[config.mk]
export PLATFORM = sky130hd
export DESIGN_NAME = two_sensor_tray_debounce_top_flat
export DESIGN_NICKNAME = d
export VERILOG_FILES = /design/src/hdl/tsd_pkg.sv /design/src/hdl/tsd_in_if.sv /design/src/hdl/two_sensor_tray_debounce_top.sv /design/src/hdl/tsd_regs.sv /design/src/flat_wrapper.sv
export SDC_FILE = /design/constraint.sdc
export NUM_CORES = 1
export LEC_CHECK = 0
export ABC_CLOCK_PERIOD_IN_PS = 16100
export BUFFER_PORTS_ARGS = -buffer_cell sky130_fd_sc_hd__buf_2
export CORE_ASPECT_RATIO = 0.75
export CORE_MARGIN = 10
export CORE_UTILIZATION = 54
export DETAILED_ROUTE_END_ITERATION = 8
export PLACE_DENSITY = 0.77
export RECOVER_POWER = 50
export SYNTH_ARGS = -nofsm -noshare
export SYNTH_HDL_FRONTEND = slang
export SYNTH_HIERARCHICAL = 1
export SYNTH_SLANG_ARGS = --single-unit
[constraint.sdc]
create_clock -name clk -period 16.1 [get_ports clk]
set_clock_uncertainty 0.2 [all_clocks]
set_input_delay 0 -clock clk [delete_from_list [all_inputs] [get_ports clk]]
set_output_delay 0 -clock clk [all_outputs]
set_load 0.01 [all_outputs]
[src/hdl/tsd_pkg.sv]
// Package for the two-sensor tray debounce block: state codes, register map and config type.
package tsd_pkg;

  // Width of the seconds timestamp and of the elapsed-time difference.
  localparam int unsigned TIME_W = 32;

  // The configuration port decodes five word registers.
  localparam int unsigned ADDR_W = 5;
  localparam int unsigned DATA_W = 32;

  // Register indexes, taken from paddr[4:2].
  localparam logic [2:0] REG_ENABLE  = 3'd0;
  localparam logic [2:0] REG_RESTART = 3'd1;
  localparam logic [2:0] REG_SETTLE  = 3'd2;
  localparam logic [2:0] REG_CHECK   = 3'd3;
  localparam logic [2:0] REG_ERROR   = 3'd4;

  // Reset values of the configuration registers.
  localparam logic [7:0] SETTLE_RST = 8'd4;
  localparam logic [7:0] CHECK_RST  = 8'd15;
  localparam logic [7:0] ERROR_RST  = 8'd5;

  // Tray state and pattern class codes.
  typedef enum logic [1:0] {
    ST_UNLOADED = 2'd0,
    ST_LOADED   = 2'd1,
    ST_MOVING   = 2'd2,
    ST_CHECK    = 2'd3
  } tray_state_t;

  // Configuration as seen by the datapath.
  typedef struct packed {
    logic       enable;
    logic       restart_on_change;
    logic [7:0] settle_seconds;
    logic [7:0] check_seconds;
    logic [7:0] error_seconds;
  } cfg_t;

endpackage

[src/hdl/tsd_in_if.sv]
// Interfaces for the sensor poll channel and the tray result channel.
interface tsd_in_if;
  logic        valid;
  logic        ready;
  logic        sensor_a;
  logic        sensor_b;
  logic [31:0] now_seconds;
  logic        check_ack;

  modport source (output valid, sensor_a, sensor_b, now_seconds, check_ack, input ready);
  modport sink   (input valid, sensor_a, sensor_b, now_seconds, check_ack, output ready);
endinterface

interface tsd_out_if;
  logic       valid;
  logic       ready;
  logic [1:0] tray_state;
  logic       check_request;
  logic       direction_fault;
  logic       state_changed;

  modport source (output valid, tray_state, check_request, direction_fault, state_changed,
                  input ready);
  modport sink   (input valid, tray_state, check_request, direction_fault, state_changed,
                  output ready);
endinterface

[src/hdl/two_sensor_tray_debounce_top.sv]
// Top level of the two-sensor tray debounce block.
// Each poll beat is evaluated in the cycle it is accepted, against the stored pattern class,
// confirmed state and timestamp, and its result lands in a one-deep output register: the
// block takes one poll per clock, and the only stall comes from that output register when
// it is full and not being taken. Pattern a=1,b=0 is the load pattern and a=0,b=0 the
// unload pattern; either must hold settle_seconds to be confirmed. A mixed pattern held
// check_seconds raises a check request; after the host acknowledges, a mixed pattern held
// error_seconds raises a direction fault and reports moving. With enable low the block
// reports loaded with no pulses. Elapsed time is the timestamp difference modulo 2^32 read
// as signed, so a timestamp that goes backward never fires a timeout.
module two_sensor_tray_debounce_top (
  input  logic                       clk,
  input  logic                       rst_n,
  tsd_in_if.sink                     in_ch,
  tsd_out_if.source                  out_ch,
  input  logic                       psel,
  input  logic                       penable,
  input  logic                       pwrite,
  input  logic [tsd_pkg::ADDR_W-1:0] paddr,
  input  logic [tsd_pkg::DATA_W-1:0] pwdata,
  output logic [tsd_pkg::DATA_W-1:0] prdata,
  output logic                       pready
);

  tsd_pkg::cfg_t cfg;

  tsd_regs u_regs (
    .clk     (clk),
    .rst_n   (rst_n),
    .psel    (psel),
    .penable (penable),
    .pwrite  (pwrite),
    .paddr   (paddr),
    .pwdata  (pwdata),
    .prdata  (prdata),
    .pready  (pready),
    .cfg     (cfg)
  );

  // Debounce state.
  tsd_pkg::tray_state_t        raw_r, raw_nxt;
  tsd_pkg::tray_state_t        prev_r, prev_nxt;
  tsd_pkg::tray_state_t        conf_r, conf_nxt;
  tsd_pkg::tray_state_t        shown_r, shown_nxt;
  logic [tsd_pkg::TIME_W-1:0]  stamp_r, stamp_nxt;
  logic                        cc_r, cc_nxt;

  // Output register.
  logic                        out_valid_r;
  logic [1:0]                  out_state_r;
  logic                        out_req_r, out_fault_r, out_chg_r;
  logic                        req_nxt, fault_nxt, chg_nxt;

  logic                        in_acc;
  logic [tsd_pkg::TIME_W-1:0]  now;
  logic [tsd_pkg::TIME_W-1:0]  diff;
  logic                        ahead;
  logic                        settle_hit, check_hit, error_hit;
  tsd_pkg::tray_state_t        target;

  // A new beat enters whenever the output register is empty or drains this cycle.
  assign in_ch.ready = !out_valid_r || out_ch.ready;
  assign in_acc      = in_ch.valid && in_ch.ready;
  assign now         = in_ch.now_seconds;

  assign out_ch.valid           = out_valid_r;
  assign out_ch.tray_state      = out_state_r;
  assign out_ch.check_request   = out_req_r;
  assign out_ch.direction_fault = out_fault_r;
  assign out_ch.state_changed   = out_chg_r;

  // Timer restart on a class change comes first; the timeouts see the restarted stamp.
  always_comb begin
    prev_nxt  = prev_r;
    stamp_nxt = stamp_r;
    if (cfg.enable && cfg.restart_on_change && (raw_r != prev_r)) begin
      prev_nxt  = raw_r;
      stamp_nxt = now;
    end
  end

  // Elapsed time as a signed difference; negative never reaches a threshold.
  assign diff       = now - stamp_nxt;
  assign ahead      = !diff[tsd_pkg::TIME_W-1];
  assign settle_hit = ahead && (diff >= {{(tsd_pkg::TIME_W-8){1'b0}}, cfg.settle_seconds});
  assign check_hit  = ahead && (diff >= {{(tsd_pkg::TIME_W-8){1'b0}}, cfg.check_seconds});
  assign error_hit  = ahead && (diff >= {{(tsd_pkg::TIME_W-8){1'b0}}, cfg.error_seconds});
  assign target     = in_ch.sensor_a ? tsd_pkg::ST_LOADED : tsd_pkg::ST_UNLOADED;

  // Pattern classification and the confirm, check and fault decisions.
  logic [tsd_pkg::TIME_W-1:0] stamp_fin;
  always_comb begin
    raw_nxt   = raw_r;
    conf_nxt  = conf_r;
    shown_nxt = shown_r;
    cc_nxt    = cc_r || in_ch.check_ack;
    stamp_fin = stamp_nxt;
    req_nxt   = 1'b0;
    fault_nxt = 1'b0;
    chg_nxt   = 1'b0;
    if (!cfg.enable) begin
      shown_nxt = tsd_pkg::ST_LOADED;
    end else if (!in_ch.sensor_b) begin
      raw_nxt = target;
      if (conf_r != target) begin
        if (settle_hit) begin
          conf_nxt  = target;
          shown_nxt = target;
          cc_nxt    = 1'b0;
          chg_nxt   = 1'b1;
        end
      end else begin
        stamp_fin = now;
      end
    end else if (!cc_nxt) begin
      raw_nxt = tsd_pkg::ST_MOVING;
      if (conf_r != tsd_pkg::ST_MOVING && conf_r != tsd_pkg::ST_CHECK) begin
        if (check_hit) begin
          raw_nxt   = tsd_pkg::ST_CHECK;
          conf_nxt  = tsd_pkg::ST_CHECK;
          shown_nxt = tsd_pkg::ST_CHECK;
          req_nxt   = 1'b1;
        end
      end else begin
        stamp_fin = now;
      end
    end else if (error_hit) begin
      conf_nxt  = tsd_pkg::ST_MOVING;
      shown_nxt = tsd_pkg::ST_MOVING;
      cc_nxt    = 1'b0;
      fault_nxt = 1'b1;
    end
  end

  // State update on each accepted beat.
  always_ff @(posedge clk) begin
    if (!rst_n) begin
      raw_r   <= tsd_pkg::ST_UNLOADED;
      prev_r  <= tsd_pkg::ST_UNLOADED;
      conf_r  <= tsd_pkg::ST_UNLOADED;
      shown_r <= tsd_pkg::ST_UNLOADED;
      stamp_r <= '0;
      cc_r    <= 1'b0;
    end else if (in_acc) begin
      raw_r   <= raw_nxt;
      prev_r  <= prev_nxt;
      conf_r  <= conf_nxt;
      shown_r <= shown_nxt;
      stamp_r <= stamp_fin;
      cc_r    <= cc_nxt;
    end
  end

  // Result register: loaded on accept, emptied when taken with nothing behind it.
  always_ff @(posedge clk) begin
    if (!rst_n) begin
      out_valid_r <= 1'b0;
    end else if (in_acc) begin
      out_valid_r <= 1'b1;
    end else if (out_ch.ready) begin
      out_valid_r <= 1'b0;
    end
  end

  always_ff @(posedge clk) begin
    if (in_acc) begin
      out_state_r <= shown_nxt;
      out_req_r   <= req_nxt;
      out_fault_r <= fault_nxt;
      out_chg_r   <= chg_nxt;
    end
  end

`ifndef SYNTHESIS
  // At most one event pulse per result beat.
  a_one_pulse: assert property (@(posedge clk) disable iff (!rst_n)
    out_valid_r |-> $onehot0({out_req_r, out_fault_r, out_chg_r}))
    else $error("more than one event pulse in a result beat");

  // Each pulse comes with the state it reports.
  a_pulse_state: assert property (@(posedge clk) disable iff (!rst_n)
    out_valid_r |-> ((!out_req_r || out_state_r == tsd_pkg::ST_CHECK) &&
                     (!out_fault_r || out_state_r == tsd_pkg::ST_MOVING) &&
                     (!out_chg_r || out_state_r == tsd_pkg::ST_LOADED ||
                      out_state_r == tsd_pkg::ST_UNLOADED)))
    else $error("event pulse disagrees with reported state");

  // A poll taken while disabled reports loaded with no events.
  a_disabled: assert property (@(posedge clk) disable iff (!rst_n)
    (in_acc && !cfg.enable) |=> (out_valid_r && out_state_r == tsd_pkg::ST_LOADED &&
                                 !out_req_r && !out_fault_r && !out_chg_r))
    else $error("disabled poll did not report loaded");

  // The check state is only ever confirmed with the completion flag clear.
  a_check_cc: assert property (@(posedge clk) disable iff (!rst_n)
    (in_acc && req_nxt) |=> !cc_r)
    else $error("check request raised with check already complete");
`endif

endmodule

[src/hdl/tsd_regs.sv]
// APB-style configuration register bank for the tray debounce block.
module tsd_regs (
  input  logic                       clk,
  input  logic                       rst_n,
  input  logic                       psel,
  input  logic                       penable,
  input  logic                       pwrite,
  input  logic [tsd_pkg::ADDR_W-1:0] paddr,
  input  logic [tsd_pkg::DATA_W-1:0] pwdata,
  output logic [tsd_pkg::DATA_W-1:0] prdata,
  output logic                       pready,
  output tsd_pkg::cfg_t              cfg
);

  tsd_pkg::cfg_t cfg_r;
  logic          wr_en;
  logic [2:0]    reg_idx;

  assign pready  = 1'b1;
  assign wr_en   = psel && penable && pwrite;
  assign reg_idx = paddr[4:2];
  assign cfg     = cfg_r;

  // Register writes; addresses past the last register are ignored.
  always_ff @(posedge clk) begin
    if (!rst_n) begin
      cfg_r.enable            <= 1'b1;
      cfg_r.restart_on_change <= 1'b1;
      cfg_r.settle_seconds    <= tsd_pkg::SETTLE_RST;
      cfg_r.check_seconds     <= tsd_pkg::CHECK_RST;
      cfg_r.error_seconds     <= tsd_pkg::ERROR_RST;
    end else if (wr_en) begin
      unique case (reg_idx)
        tsd_pkg::REG_ENABLE:  cfg_r.enable            <= pwdata[0];
        tsd_pkg::REG_RESTART: cfg_r.restart_on_change <= pwdata[0];
        tsd_pkg::REG_SETTLE:  cfg_r.settle_seconds    <= pwdata[7:0];
        tsd_pkg::REG_CHECK:   cfg_r.check_seconds     <= pwdata[7:0];
        tsd_pkg::REG_ERROR:   cfg_r.error_seconds     <= pwdata[7:0];
        default: ;
      endcase
    end
  end

  // Read back the addressed register.
  always_comb begin
    prdata = '0;
    unique case (reg_idx)
      tsd_pkg::REG_ENABLE:  prdata[0]   = cfg_r.enable;
      tsd_pkg::REG_RESTART: prdata[0]   = cfg_r.restart_on_change;
      tsd_pkg::REG_SETTLE:  prdata[7:0] = cfg_r.settle_seconds;
      tsd_pkg::REG_CHECK:   prdata[7:0] = cfg_r.check_seconds;
      tsd_pkg::REG_ERROR:   prdata[7:0] = cfg_r.error_seconds;
      default:              prdata      = '0;
    endcase
  end

endmodule

[src/flat_wrapper.sv]
// flat-port wrapper written by rule: the top's interface ports become plain ports
module two_sensor_tray_debounce_top_flat 
  (clk, rst_n, psel, penable, pwrite, paddr, pwdata, prdata, pready, in_ch_valid, in_ch_sensor_a, in_ch_sensor_b, in_ch_now_seconds, in_ch_check_ack, in_ch_ready, out_ch_valid, out_ch_tray_state, out_ch_check_request, out_ch_direction_fault, out_ch_state_changed, out_ch_ready);
  tsd_in_if in_ch_i ();
  tsd_out_if out_ch_i ();
  input  logic clk;
  input  logic rst_n;
  input  logic psel;
  input  logic penable;
  input  logic pwrite;
  input  logic [tsd_pkg::ADDR_W-1:0] paddr;
  input  logic [tsd_pkg::DATA_W-1:0] pwdata;
  output logic [tsd_pkg::DATA_W-1:0] prdata;
  output logic pready;
  input wire logic [$bits(in_ch_i.valid)-1:0] in_ch_valid;
  input wire logic [$bits(in_ch_i.sensor_a)-1:0] in_ch_sensor_a;
  input wire logic [$bits(in_ch_i.sensor_b)-1:0] in_ch_sensor_b;
  input wire logic [$bits(in_ch_i.now_seconds)-1:0] in_ch_now_seconds;
  input wire logic [$bits(in_ch_i.check_ack)-1:0] in_ch_check_ack;
  output wire logic [$bits(in_ch_i.ready)-1:0] in_ch_ready;
  output wire logic [$bits(out_ch_i.valid)-1:0] out_ch_valid;
  output wire logic [$bits(out_ch_i.tray_state)-1:0] out_ch_tray_state;
  output wire logic [$bits(out_ch_i.check_request)-1:0] out_ch_check_request;
  output wire logic [$bits(out_ch_i.direction_fault)-1:0] out_ch_direction_fault;
  output wire logic [$bits(out_ch_i.state_changed)-1:0] out_ch_state_changed;
  input wire logic [$bits(out_ch_i.ready)-1:0] out_ch_ready;
  assign in_ch_i.valid = in_ch_valid;
  assign in_ch_i.sensor_a = in_ch_sensor_a;
  assign in_ch_i.sensor_b = in_ch_sensor_b;
  assign in_ch_i.now_seconds = in_ch_now_seconds;
  assign in_ch_i.check_ack = in_ch_check_ack;
  assign in_ch_ready = in_ch_i.ready;
  assign out_ch_valid = out_ch_i.valid;
  assign out_ch_tray_state = out_ch_i.tray_state;
  assign out_ch_check_request = out_ch_i.check_request;
  assign out_ch_direction_fault = out_ch_i.direction_fault;
  assign out_ch_state_changed = out_ch_i.state_changed;
  assign out_ch_i.ready = out_ch_ready;
  two_sensor_tray_debounce_top u_core (.clk(clk), .rst_n(rst_n), .in_ch(in_ch_i), .out_ch(out_ch_i), .psel(psel), .penable(penable), .pwrite(pwrite), .paddr(paddr), .pwdata(pwdata), .prdata(prdata), .pready(pready));
endmodule
==> flow_summary.yaml <==
timing:
  final_hold_viol_count: 0
  max_freq_ghz: 0.156
  max_slew_margin_pct: -22.2
  period_share_pct: 39.8
  finalWorstSetupSlack_ns: 9.69
  slew_viol_final: 77
  whs_ns: 0.122
  min_period_ns: 6.41
  setup_viol: 0
  rsz0062_at_grt: "no"
  worstMarginPinSlew_ns: 1.83
  tns_ns: 0
yosys:
  yosysWarnings: 6
  ys_ff_latch: 73
  yosysTopAreaCell: "dfxtp_1"
  synth_top_area_share_pct: 19.6
  syn-cell-area_sq_um: 6950
  synth_edf_count: 5
  syn_area_per_cell_sq_um: 8.13
  synth_ff_type: "dfxtp_1"
  async_reset_ff_share_pct: 0
  yosys-top-cells-area: "dfxtp_1, mux2i_1, ha_1"
  yosysSeqAreaShare_pct: 21.8
  netlist_instances: 854
  synthDistinctLibCells: 92
place:
  place.detailed.hpwl_um: 13800
  place.gp.congestion: 0.996
  dpl-instance-area_sq_um: 7230
  post-place-ws_ns: 10.11
  port_buffers: 67
  placed_cells: 1048
critical_path:
  startpoint_type: "register"
  crit_slowest_cell: "a21oi_4"
  path_depth: 18
  end_kind: "register"
  crit_arrival_ns: 6.50
  rrSetupSlack_ns: 9.69
  crit_chain: "nand2_1 > a21oi_4 > buf_4 > mux2i_1 > ha_1 > and3b_1 > a2111oi_2 > nor2_1 > a2bb2oi_1 > o211ai_1 > or4_1 > nor4_1 > and4_1 > nand3_2 > o211a_4 > o21ai_0 > nor3b_1 > dlygate4sd3_1"
  critPathBufInv: 2
  cp.required_ns: 16.18
  cpLargestDelayFamily: "compound AO/OA/AOI/OAI gates"
  crit_type: "register to register"
  rr_worst_depth: 18
  critPathMaxStageDelay_ns: 0.65
  crit_path_max_fanout: 21
die:
  die-width_um: 151
  initial_core_util_pct: 55.8
  dieHeight_um: 118
  ioPinCount: 119
  rows: 35
  die-area_sq_um: 17800
  core_area_sq_um: 12400
clock_tree:
  insertion_delay_ns: 0.34
  cts.sinks: 73
  h-tree-depth: 3
  cts_buffers: 9
  cts-resized-gates: 0
  cts_hold_buf: 59
  clk_pin_slew_ns: 0.07
  cts_tree: "done"
  cts_root_buffer: "clkbuf_16"
  clk_path_buf_depth: 2
  cts_setup_buffers: 0
power_and_ir_drop:
  ir_drop_mv: 0.0614
  p_leak_nw: 3.32
  power_mw: 0.831
  p_per_area_nw_per_um2: 102
drt:
  vias: 6646
  drc: 0
  wl_um: 19100
  first_pass_iters: 5
  dr.first_iter.drc_count: 552
  wl_per_cell_um: 17.0
  ant_nets: 0
  viasPerCell: 5.92
global_routing:
  grt_usage_pct: 20.7
  antenna_found_initial: 0
  grt_pass1_vias: 6312
  grt_pass1_wl_um: 31400
  grt_max_degree: 39
  grt-ovfl-total: 0
cells_and_area:
  drive_gt1_share_pct: 10.8
  syn2layout_area_growth_pct: 17.0
  layout.cells.most_common: "mux2i_1"
  final_cell_area_sq_um: 8130
  n_antenna_cell: 0
  num-nets-final: 1077
  final_util_pct: 65.3
  final_cell_mix: "mux2i_1, nor2_1, dfxtp_1"
  final_cells: 1123
min_path:
  hold_path.class: "primary input to register"
  holdPathStages: 4
outcome:
  status: "finished, violations left"
  violations: "capacitance limit, slew limit"
run:
  maxCapViolations: 2
-- cells by family after synthesis --
family / Yosys count / share of synthesized area [%]
buffers and inverters: 118 / 8.32
multiplexers: 84 / 12.1
other: 2 / 0.108
flip-flops: 73 / 21.8
AO/OA/AOI/OAI: 251 / 26.8
XOR/XNOR: 25 / 3.37
AND/OR/NAND/NOR: 253 / 18.9
adder cells (fa/ha/maj): 48 / 8.58
-- registers in the layout (all words and copies together) (netlist names) --
signal and count:
u_core/prev_r 2, u_core/out_ch.direction_fault 1, u_core/raw_r 2, u_core/shown_r 2, u_core/out_ch.check_request 1, u_core/conf_r 2, u_core/u_regs/cfg 26, u_core/out_ch.tray_state 2
u_core/out_ch.state_changed 1, u_core/out_ch.valid 1, u_core/stamp_r 32, u_core/cc_r 1
-- report_power, final --
part	switching, mW	leakage, nW	internal, mW	total [mW]
clock	0.0893	0.168	0.153	0.243
combinational	0.229	2.55	0.155	0.384
sequential	0.00864	0.604	0.196	0.205
total	0.327	3.32	0.504	0.831
-- synthesized netlist by cell type (8+ instances only) --
cell / n
clkbuf_1: 21
nor2b_1: 15
xnor2_1: 12
buf_4: 27
ha_1: 46
nor3_1: 13
inv_1: 53
nand2b_1: 18
and4_1: 8
nor2_1: 69
a31oi_1: 11
o211ai_1: 16
mux2i_1: 83
nand2_1: 64
nand3_1: 15
buf_2: 9
a211oi_1: 14
xor2_1: 11
dfxtp_1: 68
o21ai_0: 37
a21oi_1: 47
a21o_1: 24
-- layout make-up --
cell class,count,area (sq um)
tap,166,208
fill,1060,4310
timing repair buffer,129,925
inverter,53,199
sequential,73,1510
clock buffer,9,225
clock inverter,7,126
multi-input combinational,686,4930
-- routing by layer --
metal | global-route usage (%) | routed length (um)
met2 | 30.0 | 7880
met5 | 0 | 0
met3 | 4.69 | 1760
met1 | 30.1 | 9220
met4 | 5.28 | 219
-- tightest hold or removal path, delay by kind of cell --
family	cells	cell delay (ns)
AO/OA/AOI/OAI	1	0.10
AND/OR/NAND/NOR	2	0.43
buffers and inverters	1	0.08
-- path summary, 6_finish.rpt --
path	startpoint	to
setup / recovery	u_core/u_regs/cfg[25]	u_core/cc_r
hold / removal	out_ch_ready	u_core/raw_r[0]
setup reg to reg	u_core/u_regs/cfg[25]	u_core/cc_r
hold reg to reg	u_core/u_regs/cfg[4]	u_core/u_regs/cfg[4]
No activity file was read; power rests on OpenSTA's default activity.
